### src/dcpw_pkg.sv
// Shared types, constants and the field-to-speed function of the drive command parser.
package dcpw_pkg;

	localparam logic [7:0]  SEPARATOR     = 8'h3A;
	localparam logic [7:0]  CHAR_SPACE    = 8'h20;
	localparam logic [7:0]  CHAR_TAB      = 8'h09;
	localparam logic [7:0]  CHAR_CR       = 8'h0D;
	localparam logic [7:0]  CHAR_PLUS     = 8'h2B;
	localparam logic [7:0]  CHAR_MINUS    = 8'h2D;
	localparam logic [7:0]  CHAR_ZERO     = 8'h30;
	localparam logic [7:0]  CHAR_NINE     = 8'h39;
	localparam logic [13:0] ACC_MAX       = 14'd999;
	localparam logic [10:0] OFFSET_VALUE  = 11'd127;
	localparam logic [7:0]  SPEED_MAX     = 8'd255;
	localparam logic [15:0] TIMEOUT_RESET = 16'd5000;
	localparam logic [15:0] IDLE_MAX      = 16'hFFFF;

	// configuration register indexes
	localparam logic CFG_TIMEOUT  = 1'b0;
	localparam logic CFG_OBSTACLE = 1'b1;

	typedef enum logic [1:0] {
		PH_SKIP   = 2'd0,
		PH_SIGN   = 2'd1,
		PH_DIGITS = 2'd2,
		PH_DONE   = 2'd3
	} phase_t;

	typedef struct packed {
		logic [9:0] left_acc;
		logic       left_neg;
		logic [9:0] right_acc;
		logic       right_neg;
	} fields_t;

	typedef struct packed {
		logic [7:0] speed;
		logic       rev;
	} side_t;

	// Field value (sign and magnitude) to speed and direction.
	function automatic side_t apply_field(input logic [9:0] acc, input logic neg);
		logic [10:0] acc_w;
		logic [10:0] mag;
		side_t       res;
		acc_w = {1'b0, acc};
		if (neg) begin
			mag = acc_w + OFFSET_VALUE;
		end else if (acc_w >= OFFSET_VALUE) begin
			mag = acc_w - OFFSET_VALUE;
		end else begin
			mag = OFFSET_VALUE - acc_w;
		end
		res.speed = (mag > 11'd127) ? SPEED_MAX : {mag[6:0], 1'b0};
		res.rev   = neg | (acc_w <= OFFSET_VALUE);
		return res;
	endfunction

endpackage

### src/dcpw_ifs.sv
// Channel interfaces: command word in, drive status word out.
interface dcpw_in_if;
	logic       valid;
	logic       ready;
	logic       operation;
	logic [7:0] command_byte;
	logic       end_of_command;
	logic       left_bumper;
	logic       right_bumper;

	modport source (output valid, operation, command_byte, end_of_command,
		left_bumper, right_bumper, input ready);
	modport sink (input valid, operation, command_byte, end_of_command,
		left_bumper, right_bumper, output ready);
endinterface

interface dcpw_out_if;
	logic       valid;
	logic       ready;
	logic [7:0] left_drive_speed;
	logic       left_reverse;
	logic [7:0] right_drive_speed;
	logic       right_reverse;
	logic       command_committed;

	modport source (output valid, left_drive_speed, left_reverse, right_drive_speed,
		right_reverse, command_committed, input ready);
	modport sink (input valid, left_drive_speed, left_reverse, right_drive_speed,
		right_reverse, command_committed, output ready);
endinterface

### src/dcpw_parser.sv
// Byte-wise parser of the two colon-separated decimal fields.
module dcpw_parser (
	input  logic                clk,
	input  logic                arst_n,
	input  logic                step,
	input  logic [7:0]          cmd_byte,
	input  logic                commit,
	output dcpw_pkg::fields_t   fields
);

	logic              index_q;
	dcpw_pkg::phase_t  phase_q;
	logic              neg_q;
	dcpw_pkg::fields_t fields_q;

	logic              index_n;
	dcpw_pkg::phase_t  phase_n;
	logic              neg_n;
	dcpw_pkg::fields_t fields_n;
	logic              is_digit;
	logic              is_space;
	logic [9:0]        acc_cur;
	logic [13:0]       acc_sum;
	logic [9:0]        acc_new;
	logic              add;

	assign is_digit = (cmd_byte >= dcpw_pkg::CHAR_ZERO) && (cmd_byte <= dcpw_pkg::CHAR_NINE);
	assign is_space = (cmd_byte == dcpw_pkg::CHAR_SPACE) ||
		((cmd_byte >= dcpw_pkg::CHAR_TAB) && (cmd_byte <= dcpw_pkg::CHAR_CR));
	assign acc_cur  = index_q ? fields_q.right_acc : fields_q.left_acc;
	// acc*10 + digit, saturate at 999
	assign acc_sum  = {1'b0, acc_cur, 3'b000} + {3'b000, acc_cur, 1'b0} + {10'd0, cmd_byte[3:0]};
	assign acc_new  = (acc_sum > dcpw_pkg::ACC_MAX) ? dcpw_pkg::ACC_MAX[9:0] : acc_sum[9:0];

	always_comb begin
		index_n  = index_q;
		phase_n  = phase_q;
		neg_n    = neg_q;
		fields_n = fields_q;
		add      = 1'b0;
		if (cmd_byte == dcpw_pkg::SEPARATOR) begin
			if (!index_q) begin
				index_n = 1'b1;
				phase_n = dcpw_pkg::PH_SKIP;
				neg_n   = 1'b0;
			end else begin
				phase_n = dcpw_pkg::PH_DONE;
			end
		end else begin
			case (phase_q)
				dcpw_pkg::PH_SKIP: begin
					if (is_space) begin
						phase_n = dcpw_pkg::PH_SKIP;
					end else if ((cmd_byte == dcpw_pkg::CHAR_PLUS) ||
						(cmd_byte == dcpw_pkg::CHAR_MINUS)) begin
						neg_n   = (cmd_byte == dcpw_pkg::CHAR_MINUS);
						phase_n = dcpw_pkg::PH_SIGN;
					end else if (is_digit) begin
						add     = 1'b1;
						phase_n = dcpw_pkg::PH_DIGITS;
					end else begin
						phase_n = dcpw_pkg::PH_DONE;
					end
				end
				dcpw_pkg::PH_SIGN, dcpw_pkg::PH_DIGITS: begin
					if (is_digit) begin
						add     = 1'b1;
						phase_n = dcpw_pkg::PH_DIGITS;
					end else begin
						phase_n = dcpw_pkg::PH_DONE;
					end
				end
				default: begin
					phase_n = phase_q;
				end
			endcase
			if (index_q) begin
				fields_n.right_neg = neg_n;
				if (add) begin
					fields_n.right_acc = acc_new;
				end
			end else begin
				fields_n.left_neg = neg_n;
				if (add) begin
					fields_n.left_acc = acc_new;
				end
			end
		end
	end

	assign fields = fields_n;

	always_ff @(posedge clk or negedge arst_n) begin
		if (!arst_n) begin
			index_q  <= 1'b0;
			phase_q  <= dcpw_pkg::PH_SKIP;
			neg_q    <= 1'b0;
			fields_q <= '0;
		end else if (step) begin
			if (commit) begin
				index_q  <= 1'b0;
				phase_q  <= dcpw_pkg::PH_SKIP;
				neg_q    <= 1'b0;
				fields_q <= '0;
			end else begin
				index_q  <= index_n;
				phase_q  <= phase_n;
				neg_q    <= neg_n;
				fields_q <= fields_n;
			end
		end
	end

endmodule

### src/dcpw_drive.sv
// Speed and direction registers with idle watchdog and bumper stop.
module dcpw_drive (
	input  logic              clk,
	input  logic              arst_n,
	input  logic              commit,
	input  logic              tick,
	input  logic              bumper,
	input  dcpw_pkg::fields_t fields,
	input  logic [15:0]       timeout_ms,
	input  logic              obstacle_enable,
	output dcpw_pkg::side_t   left,
	output dcpw_pkg::side_t   right
);

	dcpw_pkg::side_t left_q;
	dcpw_pkg::side_t right_q;
	logic [15:0]     idle_q;

	dcpw_pkg::side_t left_cmd;
	dcpw_pkg::side_t right_cmd;
	logic [15:0]     idle_inc;
	logic            timed_out;
	logic            stop;

	assign left_cmd  = dcpw_pkg::apply_field(fields.left_acc, fields.left_neg);
	assign right_cmd = dcpw_pkg::apply_field(fields.right_acc, fields.right_neg);
	assign idle_inc  = (idle_q == dcpw_pkg::IDLE_MAX) ? idle_q : idle_q + 16'd1;
	assign timed_out = idle_inc > timeout_ms;
	assign stop      = obstacle_enable & bumper;

	always_ff @(posedge clk or negedge arst_n) begin
		if (!arst_n) begin
			left_q  <= '0;
			right_q <= '0;
			idle_q  <= '0;
		end else if (commit) begin
			left_q  <= left_cmd;
			right_q <= right_cmd;
			idle_q  <= '0;
		end else if (tick) begin
			idle_q <= idle_inc;
			// drop speed on timeout, or, with obstacle stop enabled, on a bumper hit for a forward side
			if (timed_out || (stop && !left_q.rev)) begin
				left_q.speed <= '0;
			end
			if (timed_out || (stop && !right_q.rev)) begin
				right_q.speed <= '0;
			end
		end
	end

	assign left  = left_q;
	assign right = right_q;

endmodule

### src/drive_command_parser_watchdog_unit.sv
// Top level of the drive command parser with idle watchdog and bumper stop.
//
//   channel   dir  handshake      word
//   cmd_in    in   valid/ready    operation, command_byte, end_of_command, bumpers
//   drive_out out  valid/ready    speeds, directions, command_committed
//   cfg_*     in   cfg_wr_en      cfg_index, cfg_data (no read-back)
//
// One word per cycle while drive_out is not stalled; a word passes the input register,
// then the result register that also holds the drive state, before it shows on drive_out.
// arst_n clears parser, speeds, idle count, and loads the register defaults.
// A stalled drive_out holds its word; cmd_in still takes one more word into
// the input register and then holds ready low until drive_out moves.
module drive_command_parser_watchdog_unit (
	input  logic        clk,
	input  logic        arst_n,
	dcpw_in_if.sink     cmd_in,
	dcpw_out_if.source  drive_out,
	input  logic        cfg_wr_en,
	input  logic        cfg_index,
	input  logic [15:0] cfg_data
);

	logic        valid_s1;
	logic        operation_s1;
	logic [7:0]  byte_s1;
	logic        eoc_s1;
	logic        bumper_s1;
	logic        valid_s2;
	logic        committed_s2;
	logic [15:0] timeout_q;
	logic        obstacle_q;

	logic              advance;
	logic              byte_step;
	logic              commit;
	dcpw_pkg::fields_t fields;
	dcpw_pkg::side_t   left;
	dcpw_pkg::side_t   right;

	assign advance      = valid_s1 && (!valid_s2 || drive_out.ready);
	assign cmd_in.ready = !valid_s1 || advance;
	assign byte_step    = advance && !operation_s1;
	assign commit       = byte_step && eoc_s1;

	always_ff @(posedge clk or negedge arst_n) begin
		if (!arst_n) begin
			timeout_q  <= dcpw_pkg::TIMEOUT_RESET;
			obstacle_q <= 1'b0;
		end else if (cfg_wr_en) begin
			case (cfg_index)
				dcpw_pkg::CFG_TIMEOUT:  timeout_q  <= cfg_data;
				dcpw_pkg::CFG_OBSTACLE: obstacle_q <= cfg_data[0];
				default: timeout_q <= timeout_q;
			endcase
		end
	end

	always_ff @(posedge clk or negedge arst_n) begin
		if (!arst_n) begin
			valid_s1 <= 1'b0;
		end else if (cmd_in.ready) begin
			valid_s1 <= cmd_in.valid;
		end
	end

	always_ff @(posedge clk) begin
		if (cmd_in.ready && cmd_in.valid) begin
			operation_s1 <= cmd_in.operation;
			byte_s1      <= cmd_in.command_byte;
			eoc_s1       <= cmd_in.end_of_command;
			bumper_s1    <= cmd_in.left_bumper | cmd_in.right_bumper;
		end
	end

	always_ff @(posedge clk or negedge arst_n) begin
		if (!arst_n) begin
			valid_s2     <= 1'b0;
			committed_s2 <= 1'b0;
		end else if (advance) begin
			valid_s2     <= 1'b1;
			committed_s2 <= commit;
		end else if (drive_out.ready) begin
			valid_s2 <= 1'b0;
		end
	end

	dcpw_parser u_parser (
		.clk      (clk),
		.arst_n   (arst_n),
		.step     (byte_step),
		.cmd_byte (byte_s1),
		.commit   (eoc_s1),
		.fields   (fields)
	);

	dcpw_drive u_drive (
		.clk             (clk),
		.arst_n          (arst_n),
		.commit          (commit),
		.tick            (advance && operation_s1),
		.bumper          (bumper_s1),
		.fields          (fields),
		.timeout_ms      (timeout_q),
		.obstacle_enable (obstacle_q),
		.left            (left),
		.right           (right)
	);

	// drive state only moves with advance, so it doubles as the held result word
	assign drive_out.valid             = valid_s2;
	assign drive_out.left_drive_speed  = left.speed;
	assign drive_out.left_reverse      = left.rev;
	assign drive_out.right_drive_speed = right.speed;
	assign drive_out.right_reverse     = right.rev;
	assign drive_out.command_committed = committed_s2;

endmodule
### src/flat_wrapper.sv
// flat-port wrapper written by rule: the top's interface ports become plain ports
module drive_command_parser_watchdog_unit_flat 
  (clk, arst_n, cfg_wr_en, cfg_index, cfg_data, cmd_in_valid, cmd_in_operation, cmd_in_command_byte, cmd_in_end_of_command, cmd_in_left_bumper, cmd_in_right_bumper, cmd_in_ready, drive_out_valid, drive_out_left_drive_speed, drive_out_left_reverse, drive_out_right_drive_speed, drive_out_right_reverse, drive_out_command_committed, drive_out_ready);
  dcpw_in_if cmd_in_i ();
  dcpw_out_if drive_out_i ();
  input  logic clk;
  input  logic arst_n;
  input  logic cfg_wr_en;
  input  logic cfg_index;
  input  logic [15:0] cfg_data;
  input wire logic [$bits(cmd_in_i.valid)-1:0] cmd_in_valid;
  input wire logic [$bits(cmd_in_i.operation)-1:0] cmd_in_operation;
  input wire logic [$bits(cmd_in_i.command_byte)-1:0] cmd_in_command_byte;
  input wire logic [$bits(cmd_in_i.end_of_command)-1:0] cmd_in_end_of_command;
  input wire logic [$bits(cmd_in_i.left_bumper)-1:0] cmd_in_left_bumper;
  input wire logic [$bits(cmd_in_i.right_bumper)-1:0] cmd_in_right_bumper;
  output wire logic [$bits(cmd_in_i.ready)-1:0] cmd_in_ready;
  output wire logic [$bits(drive_out_i.valid)-1:0] drive_out_valid;
  output wire logic [$bits(drive_out_i.left_drive_speed)-1:0] drive_out_left_drive_speed;
  output wire logic [$bits(drive_out_i.left_reverse)-1:0] drive_out_left_reverse;
  output wire logic [$bits(drive_out_i.right_drive_speed)-1:0] drive_out_right_drive_speed;
  output wire logic [$bits(drive_out_i.right_reverse)-1:0] drive_out_right_reverse;
  output wire logic [$bits(drive_out_i.command_committed)-1:0] drive_out_command_committed;
  input wire logic [$bits(drive_out_i.ready)-1:0] drive_out_ready;
  assign cmd_in_i.valid = cmd_in_valid;
  assign cmd_in_i.operation = cmd_in_operation;
  assign cmd_in_i.command_byte = cmd_in_command_byte;
  assign cmd_in_i.end_of_command = cmd_in_end_of_command;
  assign cmd_in_i.left_bumper = cmd_in_left_bumper;
  assign cmd_in_i.right_bumper = cmd_in_right_bumper;
  assign cmd_in_ready = cmd_in_i.ready;
  assign drive_out_valid = drive_out_i.valid;
  assign drive_out_left_drive_speed = drive_out_i.left_drive_speed;
  assign drive_out_left_reverse = drive_out_i.left_reverse;
  assign drive_out_right_drive_speed = drive_out_i.right_drive_speed;
  assign drive_out_right_reverse = drive_out_i.right_reverse;
  assign drive_out_command_committed = drive_out_i.command_committed;
  assign drive_out_i.ready = drive_out_ready;
  drive_command_parser_watchdog_unit u_core (.clk(clk), .arst_n(arst_n), .cmd_in(cmd_in_i), .drive_out(drive_out_i), .cfg_wr_en(cfg_wr_en), .cfg_index(cfg_index), .cfg_data(cfg_data));
endmodule
### config.mk
export PLATFORM = sky130hd
export DESIGN_NAME = drive_command_parser_watchdog_unit_flat
export DESIGN_NICKNAME = d
export VERILOG_FILES = /design/src/dcpw_pkg.sv /design/src/dcpw_ifs.sv /design/src/dcpw_parser.sv /design/src/dcpw_drive.sv /design/src/drive_command_parser_watchdog_unit.sv /design/src/flat_wrapper.sv
export SDC_FILE = /design/constraint.sdc
export NUM_CORES = 1
export LEC_CHECK = 0
export BUFFER_PORTS_ARGS = -buffer_cell sky130_fd_sc_hd__buf_4
export CORE_MARGIN = 5
export CORE_UTILIZATION = 66
export DETAILED_ROUTE_END_ITERATION = 12
export PLACE_DENSITY = 0.87
export RECOVER_POWER = 25
export SYNTH_ARGS = -nofsm -noshare
export SYNTH_HDL_FRONTEND = slang
export SYNTH_SLANG_ARGS = --single-unit
### constraint.sdc
create_clock -name clk -period 15.7 [get_ports clk]
set_input_delay 3.14 -clock clk [delete_from_list [all_inputs] [get_ports clk]]
set_output_delay 3.14 -clock clk [all_outputs]
set_load 0.005 [all_outputs]
==> out/metrics.cfg <==
[setup_path]
arrival_ps=3590
startpoint=drive_out_ready
timing_worst_setup_path_type=in -> out
end_kind=output port
start_kind=primary input
critical_path_required_ps=12560
crit_fanout=3
path_cells=clkbuf_4, nand3b_1, buf_4
crit_slowest_cell=nand3b_1
r2r-start=u_core.u_parser.index_q
max_stage_delay_ps=180
reg2reg_slack_ps=9270

[cells_and_area]
drive_above_1_share_pct=15.11
final_cell_mix=nand2_1 (105), dfrtp_1 (75), nor2_1 (61)
layout_commonest_cell=nand2_1
fin_cells=963
layout.nets=907
area_delta_synth_final_pct=9.635
n_antenna_cell=0

[clock_network]
clock_path_buffers=2
cts_tree=done
cts_buffers=9
htreeDepth=3
cts_resized=0
cts_setup_buffers=0
clkSlewWorstSetupHoldPaths_ps=90
cts.sinks=91
hold_buffers=0
clk_latency_ps=380
clk_root_buffer_cell=clkbuf_8

[status]
violations=max-capacitance violations, max-slew violations
status=complete, but fails checks

[pwr]
ir_worst_vdd_mv=0.07924
power_density_nw_per_um2=101.8
leakage_nw=3.385
fin_total_pwr_mw=0.7697

[synthesis]
ys_seq_area_share_pct=33.91
synth_area_leaders=dfrtp_1 (27%), ha_1 (8.9%), nand2_1 (5.7%)
synth_area_um2=6895
synth_top_area_share_pct=27.22
yosysWarnings=0
yosysTopAreaCell=dfrtp_1
synth_nets=869
syn_area_per_cell_um2=8.795
synth_ff_type=dfrtp_1
synth_edf_count=11
netlist_instances=784
ys_async_sr_fraction_pct=87.91
synth.distinct_cells=80
ys_ff_latch=91

[timing]
fmax_mhz=148.6
tightest_slew_ps=4258
slew_viol_final=81
rsz0062_at_grt=no
final_hold_viol_count=0
skew_ps=13.56
setup_ws_ps=8970
finalSetupViolCount=0
period_needed_ps=6730
hold_ws_ps=488.6
slew_headroom_pct=-183.9
fin_tns_setup_ps=0
period_share_pct=42.86

[detailed_routing]
vias=6408
final_antenna_net_count=0
wl_um=18250
wl_per_cell_um=18.95
drc_errors=0
drt_first_pass_iters=5
drt_iter0_drc=826
viasPerCell=6.654

[placed_design]
place_inst=947
dpl.hpwl_um=13580
gp_congestion=0.9420
portBuffers=54
place_ws_ps=8971

[floorplan]
io-pin-count=55
die_h_um=112.2
die_w_um=112.2
row_count=37
design.core.area_um2=10280
fp.dieArea_um2=12590
start_util_pct=67.09

[global_routing]
grt_usage_pct=29.16
grt_max_degree=81
antenna_found_initial=0
grt_first_pass_wirelength_um=30210
grt_pass1_vias=6157
grt_remaining_overflow=0

[worst_hold_path]
min_path_type=reg -> reg
hp-start=u_core.drive_out.command_committed

[flow_run]
max_cap_viol_count=1

area by class of cell:
type	count	area [um2]
multi-input combinational	628	4302
fill	763	2718
sequential	91	2338
timing repair buffer	58	427.9
tap	136	170.2
clock buffer	11	131.4
inverter	34	127.6
clock inverter	5	62.56
synth_stat cells (all sizes together) (3+ instances only):
| cell type | count |
|---|---|
| a211oi | 6 |
| dfstp | 5 |
| a21boi | 3 |
| xnor2 | 18 |
| xor2 | 11 |
| buf | 3 |
| o21a | 8 |
| dfrtp | 75 |
| o21ai | 41 |
| nor2b | 5 |
| nor3 | 15 |
| nand2 | 105 |
| o41ai | 4 |
| inv | 34 |
| nand3 | 38 |
| a221oi | 5 |
| a21oi | 47 |
| and3 | 11 |
| a22o | 20 |
| a32oi | 4 |
| o31ai | 9 |
| nor3b | 4 |
| or3 | 5 |
| edfxtp | 11 |
| mux2i | 8 |
| nand3b | 4 |
| nor2 | 61 |
| a22oi | 12 |
| nand4 | 9 |
| o211ai | 7 |
| a21o | 14 |
| ha | 49 |
| mux2 | 13 |
| a31oi | 23 |
| a311oi | 5 |
| a2111oi | 4 |
| nor4 | 10 |
| clkbuf | 28 |
| and2 | 5 |
| nand2b | 11 |
registers in the layout (all words and copies together) (netlist names), 2 cells and up:
| signal | flops |
|---|---|
| u_core.byte_s1 | 8 |
| u_core.timeout_q | 16 |
| u_core.u_drive.idle_q | 16 |
| u_core.u_drive.left | 9 |
| u_core.u_drive.right | 9 |
| u_core.u_parser.fields_q | 22 |
| u_core.u_parser.phase_q | 2 |
where the power goes:
part	switching [mW]	total, mW	internal [mW]
sequential	0.0284	0.302	0.274
clock	0.0886	0.163	0.0747
combinational	0.182	0.304	0.122
total	0.299	0.770	0.471
worst paths after layout:
path                                                      end  depth (start not counted)
setup reg to reg                       u_core.u_drive.left[7]                         18
max in group asynchronous         u_core.u_parser.fields_q[3]                          1
setup / recovery                                 cmd_in_ready                          3
hold reg to reg            u_core.drive_out.command_committed                          2
hold / removal             u_core.drive_out.command_committed                          2
min in group asynchronous                u_core.timeout_q[11]                          1
layer usage:
layer,GRT usage [%],routed length (um),up-vias
met1,41.43,7959,3045
met2,45.77,8170,323
li1,-,-,2997
met5,0,0,-
met3,5.013,1700,43
met4,9.135,414,0
metrics by stage:
step / utilization (%) / instance area (um2)
3_3_place_gp: 71.74 / 7373
3_5_place_dp: 71.74 / 7373
2_1_floorplan: - / 6895
5_1_grt: 73.56 / 7560
4_1_cts: 73.63 / 7567
6_report: 73.56 / 7560
logic make-up (layout without fill, tap and decap cells):
kind of cell | after synthesis | count (layout) | share of synthesized area [%]
AO/OA/AOI/OAI | 233 | 233 | 25.46
XOR/XNOR | 29 | 29 | 3.683
adder cells (fa/ha/maj) | 51 | 51 | 9.472
buffers and inverters | 65 | 108 | 3.702
flip-flops | 91 | 91 | 33.91
multiplexers | 21 | 21 | 3.284
AND/OR/NAND/NOR | 294 | 294 | 20.49
worst max-delay path, delay by kind of cell:
kind,cells,cell delay [ps]
buffers and inverters,2,270
and+or+nand+nor,1,180
No activity file was read; power rests on OpenSTA's default activity.
